File: config.mk
export PLATFORM = sky130hd
export DESIGN_NAME = frjm_iter
export DESIGN_NICKNAME = d
export VERILOG_FILES = /design/src/sv/frjm_pkg.sv /design/src/sv/frjm_iter.sv
export VERILOG_INCLUDE_DIRS = /design/src /design/src/sv
export SDC_FILE = /design/constraint.sdc
export NUM_CORES = 1
export LEC_CHECK = 0
export BUFFER_PORTS_ARGS = -buffer_cell sky130_fd_sc_hd__clkbuf_2
export CAP_MARGIN = 10
export CORE_MARGIN = 5
export CORE_UTILIZATION = 37
export DETAILED_ROUTE_END_ITERATION = 16
export HOLD_SLACK_MARGIN = 0.08
export PLACE_DENSITY = 0.53
export SETUP_SLACK_MARGIN = 0.4
export SLEW_MARGIN = 25
export SYNTH_ARGS = -nofsm -noshare
export SYNTH_HDL_FRONTEND = slang
export SYNTH_SLANG_ARGS = --single-unit
File: constraint.sdc
create_clock -name i_clk -period 11.85 [get_ports i_clk]
set_input_delay 1.7775 -clock i_clk [delete_from_list [all_inputs] [get_ports i_clk]]
set_output_delay 1.7775 -clock i_clk [all_outputs]
set_load 0.01 [all_outputs]
File: src/sv/frame_rate_jitter_monitor_assert.svh
// Assertion macros shared by the frame rate and jitter monitor modules.
// No dependencies; included by the modules that carry assertions.
`ifndef FRAME_RATE_JITTER_MONITOR_ASSERT_SVH
`define FRAME_RATE_JITTER_MONITOR_ASSERT_SVH

// Consequent must hold in the same cycle as the antecedent.
`define FRJM_ASSERT_SAME(label, clk, rst_n, ante, cons) \
    label: assert property (@(posedge clk) disable iff (!rst_n) (ante) |-> (cons)) \
        else $error("frjm assertion failed");

// Consequent must hold in the cycle after the antecedent.
`define FRJM_ASSERT_NEXT(label, clk, rst_n, ante, cons) \
    label: assert property (@(posedge clk) disable iff (!rst_n) (ante) |=> (cons)) \
        else $error("frjm assertion failed");

`endif

File: src/sv/frjm_pkg.sv
// Shared widths, codes, types and reset values of the frame rate monitor.
// No dependencies; used by scoped names by every file but the assertion header.
package frjm_pkg;

    localparam int TS_W       = 48;
    localparam int RATE_W     = 24;
    localparam int PER_W      = 32;
    localparam int TPS_W      = 32;
    localparam int LIM_W      = 16;
    localparam int FC_W       = 32;
    localparam int FCT_W      = FC_W + TPS_W;
    localparam int LT_W       = LIM_W + TPS_W;
    localparam int T5_W       = TPS_W + 3;
    localparam int PROD_W     = TS_W + RATE_W;
    localparam int SUM_W      = PROD_W + 1;
    localparam int HIT_W      = PROD_W + 8;
    localparam int CFG_IDX_W  = 3;
    localparam int CFG_DATA_W = 32;
    localparam int ITER_CNT_W = 5;

    // Configuration register indexes
    localparam logic [CFG_IDX_W-1:0] CFG_JITTER_ENABLE = 3'd0;
    localparam logic [CFG_IDX_W-1:0] CFG_TICKS_PER_SEC = 3'd1;
    localparam logic [CFG_IDX_W-1:0] CFG_JITTER_LIMIT  = 3'd2;
    localparam logic [CFG_IDX_W-1:0] CFG_RATE_A        = 3'd3;
    localparam logic [CFG_IDX_W-1:0] CFG_RATE_B        = 3'd4;

    // Configuration reset values
    localparam logic [TPS_W-1:0]  TPS_RESET    = 32'd10000000;
    localparam logic [LIM_W-1:0]  LIMIT_RESET  = 16'd3277;
    localparam logic [RATE_W-1:0] RATE_A_RESET = 24'd15360;
    localparam logic [RATE_W-1:0] RATE_B_RESET = 24'd7680;

    localparam logic [RATE_W-1:0] RATE_MAX = '1;

    // Request and result codes
    localparam logic ACT_FRAME  = 1'b0;
    localparam logic ACT_READ   = 1'b1;
    localparam logic KIND_FRAME = 1'b0;
    localparam logic KIND_LOG   = 1'b1;

    typedef enum logic [3:0] {
        ST_IDLE,
        ST_PREP,
        ST_LOAD,
        ST_ITER,
        ST_PICK,
        ST_TEST,
        ST_COMMIT,
        ST_READ,
        ST_RDEND
    } t_state;

    // One log entry as held in a cell
    typedef struct packed {
        logic              live;
        logic [TS_W-1:0]   stamp;
        logic [PER_W-1:0]  period;
        logic [RATE_W-1:0] rate;
    } t_entry;

    // Control broadcast to every cell of the log chain
    typedef struct packed {
        logic shift;
        logic expire;
    } t_cell_ctrl;

endpackage

File: src/sv/frjm_iter.sv
// Shared iterative unit: period times both nominal rates, and rate quotient.
// Depends on frjm_pkg and frame_rate_jitter_monitor_assert.svh.
`include "frame_rate_jitter_monitor_assert.svh"

module frjm_iter (
    input  logic                        i_clk,
    input  logic                        i_rst_n,
    input  logic                        i_start,
    input  logic [frjm_pkg::TS_W-1:0]   i_p,
    input  logic [frjm_pkg::TS_W-1:0]   i_el,
    input  logic [frjm_pkg::RATE_W-1:0] i_rate_a,
    input  logic [frjm_pkg::RATE_W-1:0] i_rate_b,
    input  logic [frjm_pkg::FCT_W-1:0]  i_fct,
    output logic                        o_done,
    output logic [frjm_pkg::PROD_W-1:0] o_prod_a,
    output logic [frjm_pkg::PROD_W-1:0] o_prod_b,
    output logic [frjm_pkg::RATE_W-1:0] o_quot,
    output logic                        o_sat
);

    localparam logic [frjm_pkg::ITER_CNT_W-1:0] ITER_FIRST =
        frjm_pkg::ITER_CNT_W'(frjm_pkg::RATE_W - 1);

    logic                            r_busy;
    logic                            r_done;
    logic [frjm_pkg::ITER_CNT_W-1:0] r_cnt;
    logic [frjm_pkg::TS_W-1:0]       r_p;
    logic [frjm_pkg::RATE_W-1:0]     r_ka;
    logic [frjm_pkg::RATE_W-1:0]     r_kb;
    logic [frjm_pkg::PROD_W-1:0]     r_acc_a;
    logic [frjm_pkg::PROD_W-1:0]     r_acc_b;
    logic [frjm_pkg::PROD_W-1:0]     r_rem;
    logic [frjm_pkg::PROD_W-1:0]     r_div;
    logic [frjm_pkg::RATE_W-1:0]     r_quot;
    logic                            r_sat;

    logic [frjm_pkg::PROD_W-1:0] n_acc_a;
    logic [frjm_pkg::PROD_W-1:0] n_acc_b;
    logic                        w_fit;

    // Multiply msb first: double and add the period where the rate bit is set
    assign n_acc_a = {r_acc_a[frjm_pkg::PROD_W-2:0], 1'b0}
                   + (r_ka[frjm_pkg::RATE_W-1] ? frjm_pkg::PROD_W'(r_p) : '0);
    assign n_acc_b = {r_acc_b[frjm_pkg::PROD_W-2:0], 1'b0}
                   + (r_kb[frjm_pkg::RATE_W-1] ? frjm_pkg::PROD_W'(r_p) : '0);

    // Restoring division, one quotient bit a step
    assign w_fit = (r_div <= r_rem);

    // Step counter and done pulse
    always_ff @(posedge i_clk) begin
        if (!i_rst_n) begin
            r_busy <= 1'b0;
            r_done <= 1'b0;
            r_cnt  <= '0;
        end else begin
            r_done <= 1'b0;
            if (i_start) begin
                r_busy <= 1'b1;
                r_cnt  <= ITER_FIRST;
            end else if (r_busy) begin
                r_cnt <= r_cnt - 1'b1;
                if (r_cnt == '0) begin
                    r_busy <= 1'b0;
                    r_done <= 1'b1;
                end
            end
        end
    end

    // Datapath: load on start, advance while busy
    always_ff @(posedge i_clk) begin
        if (i_start) begin
            r_p     <= i_p;
            r_ka    <= i_rate_a;
            r_kb    <= i_rate_b;
            r_acc_a <= '0;
            r_acc_b <= '0;
            r_rem   <= {i_fct, 8'b0};
            r_div   <= {1'b0, i_el, {(frjm_pkg::RATE_W - 1){1'b0}}};
            r_quot  <= '0;
            r_sat   <= ({i_fct, 8'b0} >= {i_el, {frjm_pkg::RATE_W{1'b0}}});
        end else if (r_busy) begin
            r_ka    <= {r_ka[frjm_pkg::RATE_W-2:0], 1'b0};
            r_kb    <= {r_kb[frjm_pkg::RATE_W-2:0], 1'b0};
            r_acc_a <= n_acc_a;
            r_acc_b <= n_acc_b;
            if (w_fit) begin
                r_rem <= r_rem - r_div;
            end
            r_quot <= {r_quot[frjm_pkg::RATE_W-2:0], w_fit};
            r_div  <= {1'b0, r_div[frjm_pkg::PROD_W-1:1]};
        end
    end

    assign o_done   = r_done;
    assign o_prod_a = r_acc_a;
    assign o_prod_b = r_acc_b;
    assign o_quot   = r_quot;
    assign o_sat    = r_sat;

    `FRJM_ASSERT_NEXT(a_iter_done_after_last, i_clk, i_rst_n, (r_busy && r_cnt == '0 && !i_start), o_done)
    `FRJM_ASSERT_SAME(a_iter_start_idle, i_clk, i_rst_n, i_start, !r_busy)

endmodule

# == After elaboration in Yosys (flattened, before gate mapping) ==
# Index checks and enable logic that the tools add are counted.
# op_classes
n_addsub,4
n_lt_le_gt_ge,2
mux,17
bitwise_logic,2
reduce_logical,7
# ops
cell,count
72-bit 2-to-1 mux,3
72-bit by 48-bit adder with 72-bit output,2
71-bit 2-to-1 mux,2
24-bit 2-to-1 mux,4
48-bit 2-to-1 mux,2
72-bit >= comparator,1
71-bit by 72-bit <= comparator with 1-bit output,1
72-bit by 71-bit subtractor with 72-bit output,1
5-bit 2-to-1 mux,2
5-bit zero test,1
5-bit by 1-bit subtractor with 5-bit output (second input constant),1
1-bit 2-to-1 mux,4
2-bit AND reduction,2
2-bit nonzero test,2
3-bit OR reduction,1
1-bit NOT,2
2-bit OR reduction,1
# totals
register_bits,415

# == Depth between registers and ports, before layout ==
# logic_depth
depth_word,4
mapped_depth,16
mapped_depth_nobuf,13

# == Worst setup path before layout ==
# No wires, ideal clock.
# synth_timing
path_kind,input to register
startpoint,input i_start
endpoint,register r_div[23] (netlist name) (enable)
setup_time_ps,451
arrival_ps,4151
slack_ps,7248
stages,4
path_cell_list,clkbuf_8 nor2_1 clkbuf_1 inv_1
# synth_between
elab_chain_len,1
# synth_rtl
element,line,text
"start, declared",frjm_iter.sv:8,"input logic i_start,"
2-bit nonzero test (no line),--,
"end signal, assigned",frjm_iter.sv:80,"r_div <= {1'b0, i_el, {(frjm_pkg::RATE_W - 1){1'b0}}};"
"end signal, assigned",frjm_iter.sv:92,"r_div <= {1'b0, r_div[frjm_pkg::PROD_W-1:1]};"
"end, declared",frjm_iter.sv:33,logic [frjm_pkg::PROD_W-1:0] r_div;
# No other way between the ends.
# A chain may end at the register's enable or synchronous reset.

# == Worst setup path after layout ==
# layout_timing
startpoint,register r_div[45] (netlist name)
endpoint,register r_rem[10] (netlist name) (enable)
# layout_between
elab_chain_len,3
# layout_rtl
element,line,text
71-bit by 72-bit <= comparator with 1-bit output,frjm_iter.sv:48,assign w_fit = (r_div <= r_rem);
2-bit nonzero test (no line),--,
2-bit AND reduction (no line),--,
"end signal, assigned",frjm_iter.sv:79,"r_rem <= {i_fct, 8'b0};"
"end signal, assigned",frjm_iter.sv:89,r_rem <= r_rem - r_div;
"end, declared",frjm_iter.sv:32,logic [frjm_pkg::PROD_W-1:0] r_rem;
# No other way between the ends.

==> reports/qor_table.md <==
| Metric | Value | Unit |
|:---|:---|:---|
| Status | finished, final reports clean | - |
| Total count of hold-check failures in the final report | 0 | - |
| Post-detailed-placement half-perimeter wirelength | 64,690 | um |
| Setup slack of the critical path after layout | 7.385 | ns |
| Starting utilization of the core area | 0.3742 | - |
| Number of cells produced by synthesis | 3,170 | - |
| Proportion of layout cells with a drive suffix above 1 | 0.1585 | - |
| Routed wire length on met2 | 37,280 | um |
| Post-CTS sizing | 0 | - |
| Least-Margin Pin Slew | 0.9882 | ns |
| Leading post-synthesis cells by cell area | sky130_fd_sc_hd__edfxtp_1, sky130_fd_sc_hd__dfxtp_1, sky130_fd_sc_hd__ha_1 | - |
| Reg-to-reg slack, setup | 7.39 | ns |
| Static leakage | 14.06 | nW |
| Met1 Wirelength | 41,390 | um |
| Total inserted antenna cells | 0 | - |
| I/O Buffers | 380 | - |
| Buffers inserted during post-CTS setup optimization | 0 | - |
| Category of the most critical setup path | flop to flop | - |
| Total Power | 4.484 | mW |
| Max Cap Violations | 0 | - |
| Average routed wire per standard cell | 19.24 | um |
| Peak supply drop | 108.1 | uV |
| Final global-route overflow total | 0 | - |
| Detailed-route vias per instance | 5.362 | - |
| Post-DRT Antenna Nets | 0 | - |
| DP Area | 30,530 | sq um |
| Post-synth top area share | 0.2249 | - |
| TritonCTS Sinks | 415 | - |
| Buffer levels on the longest clock path | 3 | - |
| Netlist area before placement | 27,910 | sq um |
| Sort of element at the end of the critical path | flop | - |
| Synth Area per Inst | 8.804 | sq um |
| Startpoint of the worst register-to-register path | r_div[45]$_DFFE_PP_ | - |
| Number of DRC markers in iteration 0 | 1,558 | - |
| Library cell with the largest summed area after synthesis | sky130_fd_sc_hd__edfxtp_1 | - |
| Pin count of the biggest net entering global routing | 88 | - |
| Standard cell core area | 74,570 | sq um |
| Routability-driven placement congestion ratio | 0.8688 | - |
| Overall die width | 284.6 | um |
| Type of element launching the critical path | flop | - |
| Count of TritonRoute iterations in the first routing pass | 5 | - |
| Synth unique cells | 89 | - |
| Number of buffers inserted by hold repair at cts | 0 | - |
| Top sig layer | met5 | - |
| Endpoint of the worst-slack reg-to-reg timing path | r_rem[10]$_DFFE_PP_ | - |
| Die height | 284.6 | um |
| Number of flops mapped to enable cells by yosys | 209 | - |
| Data required, critical path | 12.07 | ns |
| Floorplan die area | 81,020 | sq um |
| Min-Delay Path Depth | 2 | - |
| H-tree Lvls | 2 | - |
| Clock latency of the later-clocked register in the worst-skew pair | 0.60 | ns |
| Nets in the synthesized netlist | 3,599 | - |
| Post-Layout Cell Count | 4,476 | - |
| RSZ-0062 raised after global routing | no | - |
| Max Fanout on Critical Path | 51 | - |
| Number of placed I/O pins | 381 | - |
| Synth top cells by count | sky130_fd_sc_hd__nand2_1, sky130_fd_sc_hd__o21ai_0, sky130_fd_sc_hd__nor2_1, sky130_fd_sc_hd__ha_1, sky130_fd_sc_hd__edfxtp_1 | - |
| Clock period minus worst slack | 4.465 | ns |
| Sequential area share after synthesis | 0.3727 | - |
| Synthesis-stage register bit count | 415 | - |
| Highest achievable clock rate | 0.2240 | GHz |
| Critical path arrival | 4.68 | ns |
| Antenna violations before repair | 2 | - |
| # rows | 100 | - |
| First-pass GRT wire length | 134,600 | um |
| Post-layout util | 0.4318 | - |
| Clock input transition at the sequential cells of the worst setup and hold paths | 0.06 | ns |
| Maximum clock skew at final layout | 0.01530 | ns |
| Total length of routed met3 wires | 5388 | um |
| Final slew viol count | 0 | - |
| Vias in the first global route | 23,490 | - |
| Clock Tree Root | sky130_fd_sc_hd__clkbuf_16 | - |
| Setup Viol. Count Final | 0 | - |
| Number of warnings printed during yosys synthesis | 0 | - |
| Count leader, synth | sky130_fd_sc_hd__nand2_1 | - |
| Total non-filler cell area in the finished layout | 32,200 | sq um |
| R2R cell count | 13 | - |
| Worst setup timing slack at the placement stage | 6.772 | ns |
| Count of placed standard cells including taps | 4,382 | - |
| Min Hold Slack | 0.4540 | ns |
| Remaining routing DRC violations | 0 | - |
| Total global-route track usage | 0.2043 | - |
| Routed wire length | 86,100 | um |
| Number of nets in the layout | 3,895 | - |
| Worst max-slew margin expressed relative to the limit | 0.3412 | - |
| Proportion of synthesized flip-flops having asynchronous set or reset | 0 | - |
| Inserted Clock Buffers | 51 | - |
| # fillers | 7,534 | - |
| Number of vias after detailed routing | 24,000 | - |
| Area Growth Syn to Fin | 15.38 | % |
| CTS tree | yes | - |
| End of the worst hold path | o_prod_a[71]$_SDFFE_PP0P_ | - |
| Main flop type after synthesis | sky130_fd_sc_hd__edfxtp_1 | - |
| Final cycle utilization of the critical path | 0.3768 | - |
| Worst min-delay path class | flop to flop | - |
| Launch point of the worst hold path | o_prod_a[71]$_SDFFE_PP0P_ | - |
| Total Negative Setup Slacks | 0 | ns |
| Power density over the cells | 139.3 | nW/um^2 |
==> kinds of logic after synthesis <==
family,after synthesis,synth area share
AO/OA/AOI/OAI,872,0.1972
multiplexers,140,0.05232
adder cells (fa/ha/maj),218,0.09854
flip-flops,415,0.3727
XOR/XNOR,179,0.05618
buffers and inverters,326,0.04685
AND/OR/NAND/NOR,1020,0.1762
==> per-layer routing <==
layer  global-route usage  vias to the layer above
met1               0.2901                    11330
met4              0.05274                        4
li1                     -                    12040
met3              0.04663                      107
met5                    0                        -
met2               0.3146                      515
==> registers in the layout, indices dropped and copies added, names as in the netlist <==
register  flops
o_done        1
o_quot       24
r_p          48
r_ka         24
o_prod_a     72
r_kb         24
r_rem        72
o_sat         1
r_busy        1
o_prod_b     72
r_cnt         5
r_div        71
==> where the power goes <==
| group | total (mW) | switching, mW | internal (mW) | leakage [nW] |
|---|---|---|---|---|
| clock network | 1.58 | 0.651 | 0.931 | 0.818 |
| registers | 1.72 | 0.0803 | 1.64 | 3.81 |
| logic | 1.18 | 0.717 | 0.462 | 9.43 |
| total | 4.48 | 1.45 | 3.04 | 14.1 |
==> critical path, cell delays in order, from the launching register on <==
cell                       delay [ns]
sky130_fd_sc_hd__edfxtp_1        0.35
sky130_fd_sc_hd__inv_1           0.05
sky130_fd_sc_hd__ha_1            0.42
sky130_fd_sc_hd__nand4_1         0.31
sky130_fd_sc_hd__nor4_1          0.54
sky130_fd_sc_hd__nand2_1         0.12
sky130_fd_sc_hd__o31ai_1         0.39
sky130_fd_sc_hd__nor3_1          0.09
sky130_fd_sc_hd__nor2_1          0.20
sky130_fd_sc_hd__a31oi_1         0.12
sky130_fd_sc_hd__o21ai_0         0.22
sky130_fd_sc_hd__a21oi_2         0.19
sky130_fd_sc_hd__inv_2           0.34
sky130_fd_sc_hd__buf_4           0.69
==> cell type report <==
cell class                      instances  area (sq um)  share of cell area
Clock buffer                           69          1428             0.04433
Inverter                              173         651.9             0.02024
Tap cell                              969          1212             0.03765
Sequential cell                       415         10400              0.3231
Timing Repair Buffer                  396          2036             0.06322
Multi-Input combinational cell       2429         16230              0.5040
Clock inverter                         25         241.5            0.007499
==> placed cells by master, fill, tap and decap left out, drive strengths merged, types with 120 or more instances in the layout <==
| cell | Yosys | routed |
|---|---|---|
| ha | 215 | 215 |
| nand2 | 333 | 333 |
| a21o | 120 | 120 |
| o21ai | 296 | 296 |
| nor2 | 239 | 239 |
| clkbuf | 116 | 448 |
| dfxtp | 206 | 206 |
| a21oi | 201 | 201 |
| edfxtp | 209 | 209 |
| inv | 173 | 174 |
==> worst max-delay path by stage <==
stage	from	to	slack [ns]
2_1_floorplan	i_start	r_div[23]$_DFFE_PP_	7.25
4_1_cts	r_div[45]$_DFFE_PP_	r_rem[24]$_DFFE_PP_	7.40
3_3_place_gp	i_start	r_rem[34]$_DFFE_PP_	6.83
5_1_grt	r_div[45]$_DFFE_PP_	r_rem[24]$_DFFE_PP_	6.81
3_5_place_dp	i_start	r_rem[14]$_DFFE_PP_	6.77
6_report	r_div[45]$_DFFE_PP_	r_rem[10]$_DFFE_PP_	7.39
No activity file was read; power rests on OpenSTA's default activity.
