## config.mk

```make
export PLATFORM = sky130hd
export DESIGN_NAME = frjm_cell
export DESIGN_NICKNAME = d
export VERILOG_FILES = /design/src/sv/frame_rate_jitter_monitor_assert.svh /design/src/sv/frjm_pkg.sv /design/src/sv/frjm_cell.sv
export SDC_FILE = /design/constraint.sdc
export NUM_CORES = 1
export LEC_CHECK = 0
export BUFFER_PORTS_ARGS = -buffer_cell sky130_fd_sc_hd__buf_4
export CORE_MARGIN = 1
export CORE_UTILIZATION = 49
export CTS_BUF_LIST = sky130_fd_sc_hd__clkbuf_4 sky130_fd_sc_hd__clkbuf_8 sky130_fd_sc_hd__clkbuf_16
export DETAILED_ROUTE_END_ITERATION = 6
export PLACE_DENSITY = 0.77
export SETUP_SLACK_MARGIN = 0.1
export SYNTH_ARGS = -nofsm -noshare
export SYNTH_HDL_FRONTEND = slang
export SYNTH_SLANG_ARGS = --single-unit
```

## constraint.sdc

```tcl
create_clock -name i_clk -period 5.55 [get_ports i_clk]
set_input_delay 0.2775 -clock i_clk [delete_from_list [all_inputs] [get_ports i_clk]]
set_output_delay 0.2775 -clock i_clk [all_outputs]
set_load 0.01 [all_outputs]
```

## src/sv/frame_rate_jitter_monitor_assert.svh

```systemverilog
// Assertion macros shared by the frame rate and jitter monitor modules.
// No dependencies; included by the modules that carry assertions.
`ifndef FRAME_RATE_JITTER_MONITOR_ASSERT_SVH
`define FRAME_RATE_JITTER_MONITOR_ASSERT_SVH

// Consequent must hold in the same cycle as the antecedent.
`define FRJM_ASSERT_SAME(label, clk, rst_n, ante, cons) \
    label: assert property (@(posedge clk) disable iff (!rst_n) (ante) |-> (cons)) \
        else $error("frjm assertion failed");

// Consequent must hold in the cycle after the antecedent.
`define FRJM_ASSERT_NEXT(label, clk, rst_n, ante, cons) \
    label: assert property (@(posedge clk) disable iff (!rst_n) (ante) |=> (cons)) \
        else $error("frjm assertion failed");

`endif

```

## src/sv/frjm_pkg.sv

```systemverilog
// Shared widths, codes, types and reset values of the frame rate monitor.
// No dependencies; used by scoped names by every file but the assertion header.
package frjm_pkg;

    localparam int TS_W       = 48;
    localparam int RATE_W     = 24;
    localparam int PER_W      = 32;
    localparam int TPS_W      = 32;
    localparam int LIM_W      = 16;
    localparam int FC_W       = 32;
    localparam int FCT_W      = FC_W + TPS_W;
    localparam int LT_W       = LIM_W + TPS_W;
    localparam int T5_W       = TPS_W + 3;
    localparam int PROD_W     = TS_W + RATE_W;
    localparam int SUM_W      = PROD_W + 1;
    localparam int HIT_W      = PROD_W + 8;
    localparam int CFG_IDX_W  = 3;
    localparam int CFG_DATA_W = 32;
    localparam int ITER_CNT_W = 5;

    // Configuration register indexes
    localparam logic [CFG_IDX_W-1:0] CFG_JITTER_ENABLE = 3'd0;
    localparam logic [CFG_IDX_W-1:0] CFG_TICKS_PER_SEC = 3'd1;
    localparam logic [CFG_IDX_W-1:0] CFG_JITTER_LIMIT  = 3'd2;
    localparam logic [CFG_IDX_W-1:0] CFG_RATE_A        = 3'd3;
    localparam logic [CFG_IDX_W-1:0] CFG_RATE_B        = 3'd4;

    // Configuration reset values
    localparam logic [TPS_W-1:0]  TPS_RESET    = 32'd10000000;
    localparam logic [LIM_W-1:0]  LIMIT_RESET  = 16'd3277;
    localparam logic [RATE_W-1:0] RATE_A_RESET = 24'd15360;
    localparam logic [RATE_W-1:0] RATE_B_RESET = 24'd7680;

    localparam logic [RATE_W-1:0] RATE_MAX = '1;

    // Request and result codes
    localparam logic ACT_FRAME  = 1'b0;
    localparam logic ACT_READ   = 1'b1;
    localparam logic KIND_FRAME = 1'b0;
    localparam logic KIND_LOG   = 1'b1;

    typedef enum logic [3:0] {
        ST_IDLE,
        ST_PREP,
        ST_LOAD,
        ST_ITER,
        ST_PICK,
        ST_TEST,
        ST_COMMIT,
        ST_READ,
        ST_RDEND
    } t_state;

    // One log entry as held in a cell
    typedef struct packed {
        logic              live;
        logic [TS_W-1:0]   stamp;
        logic [PER_W-1:0]  period;
        logic [RATE_W-1:0] rate;
    } t_entry;

    // Control broadcast to every cell of the log chain
    typedef struct packed {
        logic shift;
        logic expire;
    } t_cell_ctrl;

endpackage

```

## src/sv/frjm_cell.sv

```systemverilog
// One cell of the jitter log chain: holds an entry, ages it, passes it on.
// Depends on frjm_pkg for the entry and control types.
module frjm_cell (
    input  logic                      i_clk,
    input  logic                      i_rst_n,
    input  frjm_pkg::t_cell_ctrl      i_ctrl,
    input  logic [frjm_pkg::TS_W-1:0] i_now,
    input  logic [frjm_pkg::TS_W-1:0] i_age_max,
    input  frjm_pkg::t_entry          i_next,
    output frjm_pkg::t_entry          o_ent
);

    logic                        r_live;
    logic [frjm_pkg::TS_W-1:0]   r_stamp;
    logic [frjm_pkg::PER_W-1:0]  r_period;
    logic [frjm_pkg::RATE_W-1:0] r_rate;

    logic w_expired;
    logic w_live;

    // Age out entries older than the limit; a stamp in the future stays
    assign w_expired = r_live && (i_now >= r_stamp) && ((i_now - r_stamp) > i_age_max);
    assign w_live    = r_live && !(i_ctrl.expire && w_expired);

    assign o_ent.live   = w_live;
    assign o_ent.stamp  = r_stamp;
    assign o_ent.period = r_period;
    assign o_ent.rate   = r_rate;

    // Live bit: take the neighbor's on a shift, else drop on expiry
    always_ff @(posedge i_clk) begin
        if (!i_rst_n) begin
            r_live <= 1'b0;
        end else if (i_ctrl.shift) begin
            r_live <= i_next.live;
        end else begin
            r_live <= w_live;
        end
    end

    // Payload follows the shift
    always_ff @(posedge i_clk) begin
        if (i_ctrl.shift) begin
            r_stamp  <= i_next.stamp;
            r_period <= i_next.period;
            r_rate   <= i_next.rate;
        end
    end

endmodule

```

* Word-level counts from Yosys, hierarchy flattened
Cells that the tools add are included.
Operators by class: add/sub/neg operators 1, $mul 0, divide/modulo/power cells 0, magnitude comparators 2, equality and inequality tests 0, shift operators 0, muxes and demuxes 1, bitwise gates (word level) 0, reduce and logical (&&, ||, !) cells 5
Operators by type and width (count):
- $ge A48 B48 Y1 | 1
- $gt A48 B48 Y1 | 1
- $sub A48 B48 Y48 | 1
- $logic_and A1 B1 Y1 | 4
- $logic_not A1 Y1 | 1
- $mux W1 | 1
Storage, ports and cells: register bits after elaboration 105, latch bits 0, memory bits (writable) 0, bits in read-only memories 0, input bits 205, memories kept 0

* Depth between registers and ports, before layout
Gate-level depths: netlist (run 1).
word-level depth 7, depth in mapped cells 21

* Worst setup path after synthesis (run 1)
OpenSTA, ideal clock, no wires.
kind register -> output, start reg r_stamp[0] (netlist bit), end out o_ent[104] (netlist bit), arrival 3961 ps, path slack 1311 ps, stages on the path, launching flop included 21, path buffers 1, cell sequence edfxtp_1 -> ha_1 -> inv_1 -> fa_1 -> a21o_1 -> a221oi_4 -> o21ai_2 -> a41o_1 -> o21ai_4 -> o31ai_2 -> a221oi_2 -> xnor2_1 -> ha_1 -> nand3_1 -> nor3_1 -> and4_1 -> o31ai_1 -> o2111ai_1 -> o31ai_1 -> a31o_2 -> buf_4
Between the ends: word-level cells in the longest chain between the ends 6, elaborated cells on any way between the ends 8, classes of those cells add/sub: 1; order compare: 2; reduce/logical: 5
RTL lines:
- start: declaration | line frjm_cell.sv:14 | logic [frjm_pkg::TS_W-1:0] r_stamp;
- start signal: assignment | line frjm_cell.sv:44 | r_stamp <= i_next.stamp;
- $sub A48 B48 Y48 or $ge A48 B48 Y1 (tied branches) | line frjm_cell.sv:22 | assign w_expired = r_live && (i_now >= r_stamp) && ((i_now - r_stamp) > i_age_max);
- $gt A48 B48 Y1 or $logic_and A1 B1 Y1 (tied branches) | line frjm_cell.sv:22
- $logic_and A1 B1 Y1 * | line frjm_cell.sv:22
- $logic_and A1 B1 Y1 * | line frjm_cell.sv:23 | assign w_live = r_live && !(i_ctrl.expire && w_expired);
- $logic_not A1 Y1 * | line frjm_cell.sv:23
- $logic_and A1 B1 Y1 * | line frjm_cell.sv:23
- end: declaration | line frjm_cell.sv:10 | output frjm_pkg::t_entry o_ent
Every way passes the cells marked *; elsewhere a longest branch is shown, timed or not.

==> metrics.txt, run 1 <==
clock network fraction of design power 0.269; width of the chip 126 um; die area 0.0158 mm^2; row count 44; Core Util, Final 0.700; Max-slew headroom 0.461; net switching component of the power 857 uW; Data arrival, critical path 4.73 ns; hold violation total from the final report 0; Reg2Reg Launch Point r_stamp[0]; Starting Density 0.509; f_max 200 MHz; synthesized net count 1040; register area share after synthesis 0.420; combined area of the multi-input logic cells 0.00387 mm^2; most common library cell in the layout ignoring fill and taps sky130_fd_sc_hd__buf_4; total buffers and inverters traversed by the critical path 2; critical path's top delay family compound AO/OA/AOI/OAI gates; highest ir drop seen on vdd 0.207 mV; Tightest Hold Check Type primary input to flip-flop; core box area 0.0147 mm^2; clock tree from TritonCTS done; CP startpoint r_stamp[0]; Sw Ratio 0.325; placed wire-length estimate 17200 um; clock sink count 105; diodes inserted 0; overall routing resource usage 0.264; proportion of synthesized flip-flops having asynchronous set or reset 0; master of the slowest instance on the critical path sky130_fd_sc_hd__fa_1; commonest cells after routing, fill and taps aside sky130_fd_sc_hd__buf_4 (310), sky130_fd_sc_hd__edfxtp_1 (104), sky130_fd_sc_hd__inv_1 (103); number of nets in the layout 1339; Final Cycle Share 0.903; min cycle time layout 5.01 ns; sequential power share 0.367; total detailed-routing wirelength 20800 um; H-Tree Level Count 3; combined flip-flop and latch cell area 0.00314 mm^2; total number of yosys warnings 0; Setup Fix Bufs, Post-CTS 0; unrepaired setup endpoints after global routing false; clock slew seen by the registers of the worst setup and hold paths 0.09 ns; first-pass GRT wire length 32200 um; synth-to-layout area growth 37.6%; Distinct cells, synth 55; leading register cell type out of synthesis sky130_fd_sc_hd__edfxtp_1; run status finished with violations; Mapped Cells 738; initial antenna violation count 0; CP required 5.27 ns; layout cells sized above 1 0.330; Syn Std Cell Area 0.00748 mm^2; I/O pin total 310; DR WL/cell 16.9 um; via count 6572; mean area per synthesized cell 10.1 um^2; Static Leak 0.00511 uW; Num CTS Buffers 9; worst-path maximum fanout 4; port buffer count 309; number of violations of the max-capacitance limit 0; clock buffer depth 2; worst-path cell chain ha_1, inv_1, fa_1, a21o_1, a221oi_4, o21ai_2, a41o_1, o21ai_4, o31ai_2, a221oi_2, xnor2_1, ha_1, nand3_1, nor3_1, and4_1, o31ai_1, o2111ai_1, o31ai_1, a31o_2, buf_4; Iteration-0 DRC Markers 447; latest clock arrival within the worst-skew pair 0.36 ns; internal power 1780 uW; final setup fails 0; Pre-antenna DRT Iters 7; post-route antenna net violation count 0; Post-synth EDFFs 104; Slew Limit Fails 0; Setup Crit Path Kind flip-flop to primary output; synthesis-stage register bit count 105; HP Start i_next[81]; setup tns final 0 ns; slowest cell delay on critical path 0.40 ns; vias per inst 5.36; Clk Tree Root Cell sky130_fd_sc_hd__clkbuf_16; via count of the first global-routing pass 6505; # DRC 15; Logic pwr share 0.364; Cell Pwr Density 256 mW/mm^2; skew final 0.00576 ns; violations in the final reports design-rule violations; final weighted congestion in routability-driven placement 0.925; Die H 126 um; maximum number of pins on one net before global-route repair 64; total global routing overflow 0; crit start category flip-flop; actual transition at the worst max-transition pin 0.809 ns; nature of the critical path endpoint primary output; fillers 1162
[area by class of cell]
cell class	instances	share of cell area
multi-input cells	508	0.376
flip-flops and latches	105	0.306
repair buffers	310	0.226
inverters	103	0.0376
well taps	184	0.0224
clock buffers	9	0.0219
clock inverters	7	0.0105
[sequential cells by signal, summed over array words and instances (netlist names)]
name / cells
r_rate: 24
r_stamp: 48
r_period: 32
r_live: 1
[power groups by stage]
| stage | Sequential [uW] | Clock [uW] | Combinational [uW] |
|---|---|---|---|
| floorplan | 1010 | 0 | 557 |
| global placement | 981 | 0 | 944 |
| CTS | 967 | 723 | 958 |
| global route | 973 | 753 | 1060 |
| finish | 966 | 709 | 959 |
| detailed placement | 984 | 0 | 952 |
[kinds of logic after synthesis]
kind of cell / count (synthesis) / synth area share
AO/OA/AOI/OAI: 218 / 0.198
AND/OR/NAND/NOR: 148 / 0.102
buffers and inverters: 125 / 0.0633
flip-flops: 105 / 0.420
adder cells (fa/ha/maj): 97 / 0.163
XOR/XNOR: 44 / 0.0515
multiplexers: 1 / 0.00151
[through the flow]
| step | worst slack, ns | hold WS, ns | std cells | instance area (um^2) | total power (uW) |
|---|---|---|---|---|---|
| 5_1_grt | 0.176 | 0.0721 | 1226 | 10300 | 2790 |
| 3_3_place_gp | 0.959 | 0.455 | 1210 | 9950 | 1920 |
| 6_report | 0.539 | 0.0860 | 1226 | 10300 | 2630 |
| 2_1_floorplan | 1.31 | 0.376 | 738 | 7480 | 1570 |
| 4_1_cts | 0.523 | 0.0781 | 1226 | 10300 | 2650 |
| 3_5_place_dp | 0.838 | 0.457 | 1210 | 9950 | 1940 |
[what timing repair did]
item | CTS | global route
hold buffers | 0 | 0
gates resized for setup | 0 | 1
hold endpoints to repair | 0 | 0
setup endpoints to repair | 0 | 1
[per-layer routing]
metal,global-route usage,share of wire
met5,0,0
met4,0.109,0.033
met2,0.465,0.49
met1,0.296,0.38
met3,0.0796,0.092
[cell usage after synthesis (all sizes together) (2+ instances only)]
master | number | area (um^2)
a41oi | 2 | 17.5
edfxtp | 104 | 3120
a211o | 2 | 17.5
nor3 | 9 | 45.0
or2 | 4 | 25.0
clkbuf | 21 | 78.8
a21oi | 65 | 325
o2111ai | 2 | 17.5
and3 | 10 | 62.6
nand3 | 11 | 55.1
nand2b | 9 | 56.3
a21o | 52 | 390
o21bai | 10 | 75.1
nand3b | 2 | 15.0
nand2 | 29 | 109
o21a | 9 | 67.6
o311ai | 2 | 17.5
xor2 | 20 | 175
nor2b | 8 | 50.1
inv | 103 | 387
ha | 96 | 1200
o211a | 2 | 20.0
o31a | 2 | 17.5
a31oi | 4 | 25.0
or3 | 4 | 25.0
o21ai | 37 | 211
a211oi | 9 | 72.6
o22ai | 5 | 31.3
nor2 | 30 | 113
o31ai | 6 | 50.1
a221oi | 2 | 41.3
xnor2 | 24 | 210
nand4 | 27 | 169
[final timing paths]
kind,to,slack (ns),cells after the start
worst max register to register,r_live,1.02,20
worst min-delay path,r_stamp[25],0.09,1
worst min register to register,r_live,0.80,4
worst max-delay path,o_ent[104],0.54,20
Note: power is estimated with default switching activity, not from simulation.
==> run 2: changes to the inputs <==
--- a/config.mk
+++ b/config.mk
@@ -6,11 +6,13 @@
 export NUM_CORES = 1
 export LEC_CHECK = 0
 export BUFFER_PORTS_ARGS = -buffer_cell sky130_fd_sc_hd__buf_4
+export CELL_PAD_IN_SITES_DETAIL_PLACEMENT = 0
+export CELL_PAD_IN_SITES_GLOBAL_PLACEMENT = 1
 export CORE_MARGIN = 1
-export CORE_UTILIZATION = 49
+export CORE_UTILIZATION = 39
 export CTS_BUF_LIST = sky130_fd_sc_hd__clkbuf_4 sky130_fd_sc_hd__clkbuf_8 sky130_fd_sc_hd__clkbuf_16
 export DETAILED_ROUTE_END_ITERATION = 6
-export PLACE_DENSITY = 0.77
+export PLACE_DENSITY = 0.83
 export SETUP_SLACK_MARGIN = 0.1
 export SYNTH_ARGS = -nofsm -noshare
 export SYNTH_HDL_FRONTEND = slang
==> constraint.sdc (replaced) <==
create_clock -name i_clk -period 6 [get_ports i_clk]
set_input_delay 0.3 -clock i_clk [delete_from_list [all_inputs] [get_ports i_clk]]
set_output_delay 0.3 -clock i_clk [all_outputs]
set_load 0.01 [all_outputs]
==> metrics.txt, run 2 (synthesis gave the netlist of run 1 again) <==
crit start category flip-flop; commonest cells after routing, fill and taps aside sky130_fd_sc_hd__buf_4 (310), sky130_fd_sc_hd__edfxtp_1 (104), sky130_fd_sc_hd__inv_1 (103); Tightest Hold Check Type primary input to flip-flop; Final Cycle Share 0.847; slowest cell delay on critical path 0.41 ns (about the same); Starting Density 0.398 (-0.110); Cell Pwr Density 237 mW/mm^2 (-7.4%); actual transition at the worst max-transition pin 0.915 ns (+0.106 ns); final setup fails 0 (unchanged); fillers 1739 (+50%); number of nets in the layout 1339 (unchanged); clock sink count 105 (unchanged); vias per inst 5.09 (-5.1%); total global routing overflow 0 (unchanged); met1 Track Usage GR 0.248 (-0.0486); f_max 197 MHz; initial antenna violation count 0 (unchanged); worst-path cell chain ha_1, inv_1, fa_1, a21o_1, a221oi_4, o21ai_2, a41o_1, o21ai_4, o31ai_2, a221oi_2, xnor2_1, ha_1, nand3_1, nor3_1, and4_1, o31ai_1, o2111ai_1, o31ai_1, a31o_2, buf_4; Static Leak 0.00511 uW (about the same); largest registers r_stamp x48, r_period x32, r_rate x24; min cycle time layout 5.08 ns; total buffers and inverters traversed by the critical path 2 (unchanged); CP required 5.70 ns (+0.43 ns); maximum number of pins on one net before global-route repair 73 (+14%); post-placement worst setup slack 1.19 ns (+0.349 ns); skew final 0.00898 ns (+0.00322 ns); clock buffer depth 2 (unchanged); core box area 0.0188 mm^2 (+28%); worst setup slack after layout 0.921 ns (+0.381 ns); die area 0.0197 mm^2 (+25%); GR Util met2 0.378 (-0.0875); latest clock arrival within the worst-skew pair 0.36 ns (about the same); number of standard cells in the final layout excluding fillers 1276 (+4.1%); clock slew seen by the registers of the worst setup and hold paths 0.09 ns (about the same); Setup Fix Bufs, Post-CTS 0 (unchanged); overall routing resource usage 0.214 (-0.0501); Iteration-0 DRC Markers 220 (-51%); combined area of the multi-input logic cells 0.00386 mm^2 (-0.16%); Core Util, Final 0.551 (-0.149); most common library cell in the layout ignoring fill and taps sky130_fd_sc_hd__buf_4; Clk Tree Root Cell sky130_fd_sc_hd__clkbuf_16; layout cells sized above 1 0.329 (-0.000960); row count 50 (+14%); final weighted congestion in routability-driven placement 0.893 (-3.4%); Setup Crit Path Kind flip-flop to primary output; via count of the first global-routing pass 6604 (+1.5%); placed wire-length estimate 17800 um (+3.7%); clock tree from TritonCTS done; met3 Usage GRT 0.0653 (-0.0143); run status complete, no violations; Largest register FFs 48 (unchanged); Pre-antenna DRT Iters 4 (-3); synth-to-layout area growth 38.3%; number of violations of the max-capacitance limit 0 (unchanged); port buffer count 309 (unchanged); Die H 140 um (+12%); first-pass GRT wire length 32800 um (+1.9%); worst-path maximum fanout 4 (unchanged); H-Tree Level Count 3 (unchanged); master of the slowest instance on the critical path sky130_fd_sc_hd__fa_1; DR WL/cell 16.8 um (-0.76%); I/O pin total 310 (unchanged); dpl cells 1260 (+4.1%); Num CTS Buffers 9 (unchanged); diodes inserted 0 (unchanged); nature of the critical path endpoint primary output; total detailed-routing wirelength 21400 um (+3.3%); highest-utilization routing layer at the global route stage met2; Data arrival, critical path 4.78 ns (+0.05 ns); via count 6489 (-1.3%); highest ir drop seen on vdd 0.150 mV (-28%); width of the chip 140 um (+12%); combined flip-flop and latch cell area 0.00314 mm^2 (unchanged); number of gates given a new drive strength after cts 0 (unchanged); # DRC 0 (-15); unrepaired setup endpoints after global routing false; setup tns final 0 ns (unchanged); Slew Limit Fails 0 (unchanged); post-route antenna net violation count 0 (unchanged); register containing the most flip-flops in the final layout r_stamp; critical path's top delay family compound AO/OA/AOI/OAI gates; hold violation total from the final report 0 (unchanged); Max-slew headroom 0.390 (-0.0707); CTS Hold Bufs 0 (unchanged)
-- run 2: cell counts in the layout (fill, tap and decap cells not counted) --
No cell type changed its count.
-- run 2: metrics by stage --
step                total power (uW)  hold WS (ns)  instance area [um^2]
finish                          2450         0.112                 10300
global route                    2590        0.0946                 10300
CTS                             2480        0.0966                 10300
detailed placement              1800         0.479                 10000
global placement                1790         0.478                 10000
floorplan                       1450         0.399                  7480
-- run 2: worst register-to-register path, cell delays in order, from the launching register on --
cell	delay, ns
sky130_fd_sc_hd__edfxtp_1	0.37
sky130_fd_sc_hd__ha_1	0.20
sky130_fd_sc_hd__inv_1	0.07
sky130_fd_sc_hd__fa_1	0.41
sky130_fd_sc_hd__a21o_1	0.22
sky130_fd_sc_hd__a221oi_4	0.31
sky130_fd_sc_hd__o21ai_2	0.12
sky130_fd_sc_hd__a41o_1	0.31
sky130_fd_sc_hd__o21ai_4	0.23
sky130_fd_sc_hd__o31ai_2	0.13
sky130_fd_sc_hd__a221oi_2	0.27
sky130_fd_sc_hd__xnor2_1	0.09
sky130_fd_sc_hd__ha_1	0.30
sky130_fd_sc_hd__nand3_1	0.10
sky130_fd_sc_hd__nor3_1	0.34
sky130_fd_sc_hd__and4_1	0.29
sky130_fd_sc_hd__o31ai_1	0.09
sky130_fd_sc_hd__o2111ai_1	0.09
sky130_fd_sc_hd__o31ai_1	0.10
sky130_fd_sc_hd__a31o_2	0.24
sky130_fd_sc_hd__o211a_1	0.20
-- run 2: path summary, 6_finish.rpt --
kind / endpoint / startpoint / slack [ns] / depth (start not counted)
worst max-delay path: o_ent[104] / r_stamp[0] / 0.92 / 20
worst min-delay path: r_stamp[44] / i_next[100] / 0.11 / 1
worst max register to register: r_live / r_stamp[0] / 1.42 / 20
worst min register to register: r_live / r_live / 0.82 / 4
-- run 2: report_power, final --
group          internal [uW]  switching, uW  leakage (uW)
clock                    344            328      0.000161
combinational            429            459       0.00392
sequential               871           21.7       0.00103
-- run 2: area by class of cell --
| type | count | area share |
|---|---|---|
| Inverter | 103 | 0.0374 |
| Clock inverter | 7 | 0.0104 |
| Timing Repair Buffer | 310 | 0.225 |
| Tap cell | 234 | 0.0283 |
| Multi-Input combinational cell | 508 | 0.373 |
| Sequential cell | 105 | 0.304 |
| Clock buffer | 9 | 0.0218 |
-- run 2: metal layers --
layer | part of all wire | up-vias
met4 | 0.019 | 0
met1 | 0.41 | 2958
met3 | 0.080 | 25
met5 | 0 | -
met2 | 0.49 | 223
li1 | - | 3283
